**src/qstok_pkg.sv**
```systemverilog
// ----------------------------------------------------------------------------
// qstok_pkg
// Shared types, character codes and escape translation for the quoted-string
// line tokenizer.
// ----------------------------------------------------------------------------
`default_nettype none

package qstok_pkg;

  // Source character codes
  localparam logic [7:0] CH_SPACE  = 8'h20;
  localparam logic [7:0] CH_QUOTE  = 8'h22;
  localparam logic [7:0] CH_HASH   = 8'h23;
  localparam logic [7:0] CH_ZERO   = 8'h30;
  localparam logic [7:0] CH_BSLASH = 8'h5C;
  localparam logic [7:0] CH_LC_A   = 8'h61;
  localparam logic [7:0] CH_LC_B   = 8'h62;
  localparam logic [7:0] CH_LC_E   = 8'h65;
  localparam logic [7:0] CH_LC_F   = 8'h66;
  localparam logic [7:0] CH_LC_N   = 8'h6E;
  localparam logic [7:0] CH_LC_R   = 8'h72;
  localparam logic [7:0] CH_LC_T   = 8'h74;
  localparam logic [7:0] CH_LC_V   = 8'h76;

  // Translated escape values
  localparam logic [7:0] ESC_BEL = 8'h07;
  localparam logic [7:0] ESC_BS  = 8'h08;
  localparam logic [7:0] ESC_HT  = 8'h09;
  localparam logic [7:0] ESC_LF  = 8'h0A;
  localparam logic [7:0] ESC_VT  = 8'h0B;
  localparam logic [7:0] ESC_FF  = 8'h0C;
  localparam logic [7:0] ESC_CR  = 8'h0D;
  localparam logic [7:0] ESC_ESC = 8'h1B;
  localparam logic [7:0] ESC_NUL = 8'h00;

  // Result status codes
  typedef enum logic [1:0] {
    STAT_OK         = 2'd0,
    STAT_BAD_ESCAPE = 2'd1,
    STAT_LONE_BSL   = 2'd2,
    STAT_OPEN_STR   = 2'd3
  } status_t;

  // Tokenizer flags carried from item to item
  typedef struct packed {
    logic inside_string;
    logic escape_pending;
    logic token_open;
    logic discard_rest;
  } tok_state_t;

  // One result item
  typedef struct packed {
    logic       has_char;
    logic [7:0] out_char;
    logic       token_end;
    status_t    status;
  } tok_result_t;

  // Escape lookup result
  typedef struct packed {
    logic       ok;
    logic [7:0] code;
  } esc_t;

  function automatic esc_t escape_lookup(input logic [7:0] c);
    esc_t r;
    r.ok   = 1'b1;
    r.code = ESC_NUL;
    case (c)
      CH_BSLASH: r.code = CH_BSLASH;
      CH_QUOTE:  r.code = CH_QUOTE;
      CH_LC_A:   r.code = ESC_BEL;
      CH_LC_B:   r.code = ESC_BS;
      CH_LC_T:   r.code = ESC_HT;
      CH_LC_N:   r.code = ESC_LF;
      CH_LC_V:   r.code = ESC_VT;
      CH_LC_F:   r.code = ESC_FF;
      CH_LC_R:   r.code = ESC_CR;
      CH_LC_E:   r.code = ESC_ESC;
      CH_ZERO:   r.code = ESC_NUL;
      default:   r.ok   = 1'b0;
    endcase
    return r;
  endfunction

endpackage

`default_nettype wire

```
**src/qstok_core.sv**
```systemverilog
// ----------------------------------------------------------------------------
// qstok_core
// Combinational step of the tokenizer: one character and the current flags
// in, the next flags and one result item out.
// ----------------------------------------------------------------------------
`default_nettype none

module qstok_core (
  input  wire logic [7:0]              ch,
  input  wire logic                    line_end,
  input  wire qstok_pkg::tok_state_t   state_cur,
  output qstok_pkg::tok_state_t        state_nxt,
  output qstok_pkg::tok_result_t       result
);

  qstok_pkg::esc_t esc;

  assign esc = qstok_pkg::escape_lookup(ch);

  always_comb begin
    qstok_pkg::tok_state_t s;
    logic                  hc;
    logic [7:0]            oc;
    logic                  te;
    qstok_pkg::status_t    stat;

    s    = state_cur;
    hc   = 1'b0;
    oc   = 8'h00;
    te   = 1'b0;
    stat = qstok_pkg::STAT_OK;

    // Character classification
    if (s.discard_rest) begin
      // rest of line ignored
    end else if (s.escape_pending) begin
      s.escape_pending = 1'b0;
      if (esc.ok) begin
        hc           = 1'b1;
        oc           = esc.code;
        s.token_open = 1'b1;
      end else begin
        stat           = qstok_pkg::STAT_BAD_ESCAPE;
        s.discard_rest = 1'b1;
      end
    end else if (ch == qstok_pkg::CH_SPACE) begin
      if (s.inside_string) begin
        hc           = 1'b1;
        oc           = ch;
        s.token_open = 1'b1;
      end else begin
        te           = s.token_open;
        s.token_open = 1'b0;
      end
    end else if (ch == qstok_pkg::CH_QUOTE) begin
      s.inside_string = ~s.inside_string;
      hc              = 1'b1;
      oc              = ch;
      s.token_open    = 1'b1;
    end else if (ch == qstok_pkg::CH_BSLASH) begin
      if (line_end) begin
        stat           = qstok_pkg::STAT_LONE_BSL;
        s.discard_rest = 1'b1;
      end else begin
        s.escape_pending = 1'b1;
      end
    end else if (ch == qstok_pkg::CH_HASH) begin
      if (s.inside_string) begin
        hc           = 1'b1;
        oc           = ch;
        s.token_open = 1'b1;
      end else begin
        te             = s.token_open;
        s.token_open   = 1'b0;
        s.discard_rest = 1'b1;
      end
    end else begin
      hc           = 1'b1;
      oc           = ch;
      s.token_open = 1'b1;
    end

    // Line end closes the token or flags an open string
    if (line_end && !s.discard_rest && !s.escape_pending) begin
      if (s.inside_string) begin
        stat = qstok_pkg::STAT_OPEN_STR;
      end else if (s.token_open) begin
        te           = 1'b1;
        s.token_open = 1'b0;
      end
    end

    // Any error drops the token being built
    if (stat != qstok_pkg::STAT_OK) begin
      hc = 1'b0;
      oc = 8'h00;
      te = 1'b0;
    end

    if (line_end) begin
      s = '0;
    end

    state_nxt        = s;
    result.has_char  = hc;
    result.out_char  = oc;
    result.token_end = te;
    result.status    = stat;
  end

endmodule

`default_nettype wire

```
**src/quoted_string_line_tokenizer_unit.sv**
```systemverilog
// Each character passes through the input register, then the result register, on its
// way to out_*; the result register holds a result until the result stream takes it.
// Throughput: one character per cycle while out_tready does not stall the result stage;
// the input register and the result register form a two-stage pipeline with per-stage
// valid flags.
// Reset (rst_n low, synchronous): both stages empty, tokenizer flags cleared.
// ----------------------------------------------------------------------------
// quoted_string_line_tokenizer_unit
// Splits lines of characters into tokens at spaces outside quoted strings,
// translating backslash escapes and dropping comments.
// ----------------------------------------------------------------------------
`default_nettype none

module quoted_string_line_tokenizer_unit (
  input  wire logic       clk,
  input  wire logic       rst_n,
  // Input stream
  input  wire logic       in_tvalid,
  output logic            in_tready,
  input  wire logic [7:0] in_tdata,   // [7:0] ch
  input  wire logic       in_tlast,   // line_end
  // Result stream
  output logic            out_tvalid,
  input  wire logic       out_tready,
  output logic [7:0]      out_tdata,  // [7:0] out_char
  output logic            out_tlast,  // token_end
  output logic [2:0]      out_tuser   // [0] has_char, [2:1] status
);

  logic                    in_vld_r;
  logic [7:0]              in_ch_r;
  logic                    in_le_r;
  qstok_pkg::tok_state_t   state_r;
  qstok_pkg::tok_state_t   state_nxt;
  qstok_pkg::tok_result_t  res_nxt;
  qstok_pkg::tok_result_t  res_r;
  logic                    out_vld_r;
  logic                    out_ready;
  logic                    adv;

  // Stage handshake
  assign out_ready = !out_vld_r || out_tready;
  assign adv       = in_vld_r && out_ready;
  assign in_tready = !in_vld_r || out_ready;

  // Input register
  always_ff @(posedge clk) begin
    if (!rst_n) begin
      in_vld_r <= 1'b0;
    end else if (in_tready) begin
      in_vld_r <= in_tvalid;
    end
  end

  always_ff @(posedge clk) begin
    if (in_tready && in_tvalid) begin
      in_ch_r <= in_tdata;
      in_le_r <= in_tlast;
    end
  end

  qstok_core u_core (
    .ch        (in_ch_r),
    .line_end  (in_le_r),
    .state_cur (state_r),
    .state_nxt (state_nxt),
    .result    (res_nxt)
  );

  // Tokenizer flags and result valid
  always_ff @(posedge clk) begin
    if (!rst_n) begin
      state_r   <= '0;
      out_vld_r <= 1'b0;
    end else begin
      if (adv) begin
        state_r <= state_nxt;
      end
      if (out_ready) begin
        out_vld_r <= in_vld_r;
      end
    end
  end

  // Result register
  always_ff @(posedge clk) begin
    if (adv) begin
      res_r <= res_nxt;
    end
  end

  assign out_tvalid = out_vld_r;
  assign out_tdata  = res_r.out_char;
  assign out_tlast  = res_r.token_end;
  assign out_tuser  = {res_r.status, res_r.has_char};

endmodule

`default_nettype wire

```
**config.mk**
```make
export PLATFORM = sky130hd
export DESIGN_NAME = quoted_string_line_tokenizer_unit
export DESIGN_NICKNAME = d
export VERILOG_FILES = /design/src/qstok_pkg.sv /design/src/qstok_core.sv /design/src/quoted_string_line_tokenizer_unit.sv
export SDC_FILE = /design/constraint.sdc
export NUM_CORES = 1
export LEC_CHECK = 0
export BUFFER_PORTS_ARGS = -buffer_cell sky130_fd_sc_hd__buf_2
export CORE_MARGIN = 10
export CORE_UTILIZATION = 30
export CTS_CLUSTER_DIAMETER = 80
export CTS_CLUSTER_SIZE = 28
export DETAILED_ROUTE_END_ITERATION = 10
export PLACE_DENSITY = 0.52
export SLEW_MARGIN = 20
export SYNTH_ARGS = -nofsm -noshare
export SYNTH_HDL_FRONTEND = slang
export SYNTH_SLANG_ARGS = --single-unit
```
**constraint.sdc**
```tcl
create_clock -name clk -period 2.95 [get_ports clk]
set_clock_uncertainty 0.15 [all_clocks]
set_input_delay 0.1475 -clock clk [delete_from_list [all_inputs] [get_ports clk]]
set_output_delay 0.1475 -clock clk [all_outputs]
set_load 0.01 [all_outputs]
```
## After elaboration in Yosys (flattened, before gate mapping)

Cells that the tools add are included.

- Word-level logic and storage cells: 96
- Input port bits: 13
- Bits in registers: 27

- Equality and inequality tests: 13
- Reductions and logical operators: 13
- Multiplexer cells: 57
- Bitwise gates (word level): 1

Operators by type and width:

| cell | number |
|---|---|
| $eq A8 B7 Y1 const B | 9 |
| $pmux W7 S10 | 1 |
| $mux W8 | 6 |
| $mux W1 | 37 |
| $eq A8 B6 Y1 const B | 4 |
| $mux W2 | 9 |
| $reduce_or A11 Y1 | 1 |
| $mux W4 | 2 |
| $mux W7 | 1 |
| $logic_and A1 B1 Y1 | 4 |
| $logic_not A1 Y1 | 4 |
| $mux W3 | 1 |
| $logic_or A1 B1 Y1 | 2 |
| $reduce_bool A2 Y1 | 1 |
| $reduce_or A2 Y1 | 1 |
| $not A1 Y1 | 1 |

## Depth between registers and ports, before layout

- Word-level depth: 13
- Gate-level depth with buffers: 6

## Hierarchy

A second synthesis with hierarchy kept.

- Cell total of the unflattened synthesis: 152
- Area, all modules: 1539.0 um2

Modules (own cells, without submodules):

| module | cells an instance | seq. area each (um2) | times used | area each (um2) |
|---|---|---|---|---|
| quoted_string_line_tokenizer_unit | 48 | 750.7 | 1 | 888.4 |
| qstok_core | 104 | 0.0 | 1 | 650.6 |

## Worst setup path before layout

No wires, ideal clock.

- Path kind: register -> register
- Start point: reg in_ch_r[3]
- End point: reg res_r (netlist bit out_tdata[2]) (data pin)
- Required time: 2534 ps
- Path slack: 857 ps
- Data arrival time: 1677 ps
- Cell stages (with the launch flop): 6
- Setup time: 266 ps
- Path through: edfxtp_1 > nor3b_2 > and4_1 > xor2_2 > a32o_2 > nor3_2

- Word-level cells in the longest chain between the ends: 13
- Elaborated cells between the ends (all ways): 48

RTL lines:

| item | line | text |
|---|---|---|
| start: declaration | quoted_string_line_tokenizer_unit.sv:31 | `logic [7:0] in_ch_r;` |
| start signal: assignment | quoted_string_line_tokenizer_unit.sv:57 | `in_ch_r <= in_tdata;` |
| $eq A8 B6 Y1 | qstok_core.sv:67 | `end else if (ch == qstok_pkg::CH_HASH) begin` |
| $mux W1 | qstok_core.sv:67 |  |
| $mux W1 | qstok_core.sv:60 | `end else if (ch == qstok_pkg::CH_BSLASH) begin` |
| $mux W1 | qstok_core.sv:55 | `end else if (ch == qstok_pkg::CH_QUOTE) begin` |
| $mux W1 | qstok_core.sv:46 | `end else if (ch == qstok_pkg::CH_SPACE) begin` |
| $mux W3 | qstok_core.sv:36 | `end else if (s.escape_pending) begin` |
| $mux W4 | qstok_core.sv:34 | `if (s.discard_rest) begin` |
| $logic_not A1 Y1 | qstok_core.sv:84 | `if (line_end && !s.discard_rest && !s.escape_pending) begin` |
| $logic_and A1 B1 Y1 (2 in a row) | qstok_core.sv:84 |  |
| $mux W2 | qstok_core.sv:84 |  |
| $reduce_bool A2 Y1 | qstok_core.sv:94 | `if (stat != qstok_pkg::STAT_OK) begin` |
| $reduce_or A2 Y1 (no source line) | -- |  |
| end signal: assignment | quoted_string_line_tokenizer_unit.sv:88 | `res_r <= res_nxt;` |
| end: declaration | quoted_string_line_tokenizer_unit.sv:36 | `qstok_pkg::tok_result_t res_r;` |

Several ways; a longest one is shown, not always the timed one.
A chain may end at the register's enable or synchronous reset.

## Final worst setup path

- Start point: reg in_ch_r[0]
- End point: reg res_r (netlist bit out_tdata[5]) (data pin)

Same word-level chain as after synthesis.

==> results.md <==
- Status: finished clean
- Total Neg Setup Slack: 0 ns
- Pin count of the biggest net entering global routing: 16
- H-tree levels: 1
- First-pass GRT wire length: about 6000 µm
- Synthesized instance count: ~150
- Via density: 5.15
- Setup CP Type: reg2reg
- Syn Nets: around 160
- Tightest Hold Check Type: in2reg
- Number of diodes: 0
- Fill count: between 500 and 600
- GR Overflow Total: 0
- PostCTS Resize Cnt: 0
- Slew of the pin with the lowest slew margin: between 0.5 and 0.6 ns
- Commonest non-fill, non-tap cell in the layout: buf_2
- Num CTS Buffers: 3
- CTS tree: built
- Avg Synthesized Cell Area: roughly 11 µm²
- Hpwl dp: 2570 µm
- DRC errors left: 0
- CP required: between 2 and 3 ns
- I/O pins: 27
- Die area: just under 0.009 mm²
- Drt total wl: 3540 µm
- Commonest cells after routing, fill and taps aside: 26 x buf_2, 21 x edfxtp_1, 12 x nor2_1
- Overall die height: 93.2 µm
- Setup Viol. Count Final: 0
- Final Max Slew Viols: 0
- Sink Count: 27
- Overall global routing resource usage: under 10%
- Worst setup SP type: flip-flop
- Share of flip-flops with an asynchronous set or reset: 0%
- RSZ-0062 raised after global routing: false
- Area grow syn2layout: 20.0%
- DR iter-0 viols: between 150 and 200
- Power density over the cells: 383 mW/mm²
- Worst VDD drop: roughly 0.00027 V
- Clock Latency Late Sink: 0.27 ns
- Count of buffers from port buffering: 26
- Seq cells post-synth: 27
- Unique masters post-synth: between 50 and 60
- GPL Wtd Cong: approximately 0.87
- WP data arrival: between 2 and 2.5 ns
- Min Clock Period, post-route: between 2 and 2.5 ns
- Crit-path max FO: 13
- Initial Utilization: approximately 31%
- WL/cell: 14.0 µm
- Peak Freq: 406 MHz
- Lkg Pwr: approximately 0.73 nW
- Most used DFF post-synth: edfxtp_1
- Share of cells above drive strength 1: between 20% and 30%
- Clk pin slew, worst setup/hold paths: 0.08 ns
- Vias in the first global route: 1251
- CP Capture Type: flip-flop
- Number of synthesized flops with an enable pin: 21
- Seq/Total Area, Yosys: a little under half
- Vias: between 1000 and 1500
- Slew HR: ~66%
- Clock Path Buffers: 2
- Max-Cap Viols: 0
- CTS root buf: clkbuf_8
- Initial antenna violation count: 0
- ANT nets after route: 0
- Final period util: 83.5%
- Pwr Total: roughly 0.74 mW
- Final nets: between 150 and 200
- Warnings from Yosys: 0
- Area of the mapped netlist: 0.00161 mm²
- Hold Violations, Final: 0
- Core box area: 0.00514 mm²
- Postcts setup bufs: 0
- DRT Pass-1 Iters: 4
- Die width: between 90 and 100 µm
- Rows: 26
final cells by class:
class                   count  area (µm²)  area share [%]
clock buffers               4        45.0            2.34
inverters                   5        18.8           0.975
multi-input cells         110         793            41.2
flip-flops and latches     27         751            39.0
well taps                  70        87.6            4.55
repair buffers             36         230            12.0
logic make-up (layout without fill, tap and decap cells):
kind of cell              Yosys count  count (layout)  synth area share [%]
and+or+nand+nor                    65              65                  26.4
buffers and inverters              12              45                  3.82
muxes                               1               1                 0.701
xor gates and xnor gates            3               3                  2.10
AOI/OAI and AO/OA                  41              41                  20.2
DFF                                27              27                  46.8
registers in the layout, indices dropped and copies added, names as in the netlist:
register and cells:
state_r 4, out_tuser 3, out_tdata 8, out_tvalid 1
in_ch_r 8, in_vld_r 1, out_tlast 1, in_le_r 1
power breakdown:
group          internal (mW)  total (mW)  switching [mW]
clock                 0.0965       0.200           0.104
sequential             0.429       0.453          0.0231
combinational         0.0437      0.0849          0.0412
total                  0.570       0.738           0.168
stage by stage:
step           hold slack (ns)  util (%)  instance area [µm²]  setup WS [ns]  std cells
4_1_cts                0.00589      37.5                 1930          0.521        252
6_report                0.0126      37.5                 1930          0.488        252
5_1_grt                0.00795      37.5                 1930          0.346        252
3_5_place_dp             0.176      34.6                 1780          0.525        238
3_3_place_gp             0.175      34.6                 1780          0.608        238
2_1_floorplan           0.0964         -                 1610          0.857        149
final timing paths:
check	slack, ns	cells after the start	to	startpoint
setup / recovery	0.49	5	out_tdata[5]$_SDFFCE_PP0P_	in_ch_r[0]$_DFFE_PP_
hold / removal	0.01	2	out_tvalid$_SDFFE_PN0P_	rst_n
setup reg to reg	0.49	5	out_tdata[5]$_SDFFCE_PP0P_	in_ch_r[0]$_DFFE_PP_
hold reg to reg	0.33	2	state_r[1]$_SDFFE_PN0P_	state_r[1]$_SDFFE_PN0P_
cell usage after synthesis (2+ instances only):
cell type	instances	share of area, %
nor3_1	4	1.2
nor3_2	5	3.1
nand2_1	7	1.6
edfxtp_1	21	39
buf_2	4	1.2
and4bb_1	2	1.6
nor2_1	12	2.8
o21ai_1	6	1.9
o21a_1	2	0.94
a21oi_1	9	2.8
a211oi_2	3	2.3
a21o_1	2	0.94
nor2b_1	6	2.3
dfxtp_1	6	7.5
nand3b_1	3	1.4
or4b_1	3	1.9
nor3b_1	2	0.94
nand4_1	4	1.6
a22oi_1	2	0.94
o21ai_0	3	0.94
and4_1	2	1.1
inv_1	5	1.2
nand2b_1	4	1.6
nand3_1	2	0.62
and3_1	2	0.78
a31oi_1	3	1.2
metal layers:
| metal | track usage [%] | up-vias | part of all wire [%] |
|---|---|---|---|
| met1 | 10.7 | 590 | 47 |
| met4 | 1.29 | 0 | 0.88 |
| li1 | - | 637 | - |
| met5 | 0 | - | 0 |
| met3 | 2.88 | 4 | 9.4 |
| met2 | 12.6 | 67 | 42 |
worst max-delay path: stages, from the launching register on:
cell	delay [ns]
edfxtp_1	0.59
or4b_1	0.62
nor2_1	0.40
nor3_1	0.17
a21oi_1	0.23
nor3_2	0.05
repair_timing:
action                                  CTS  global route
endpoints found under the hold margin    10             0
endpoints found under the setup margin    0             0
hold buffers                             10             0
(Power assumes the default switching activity.)
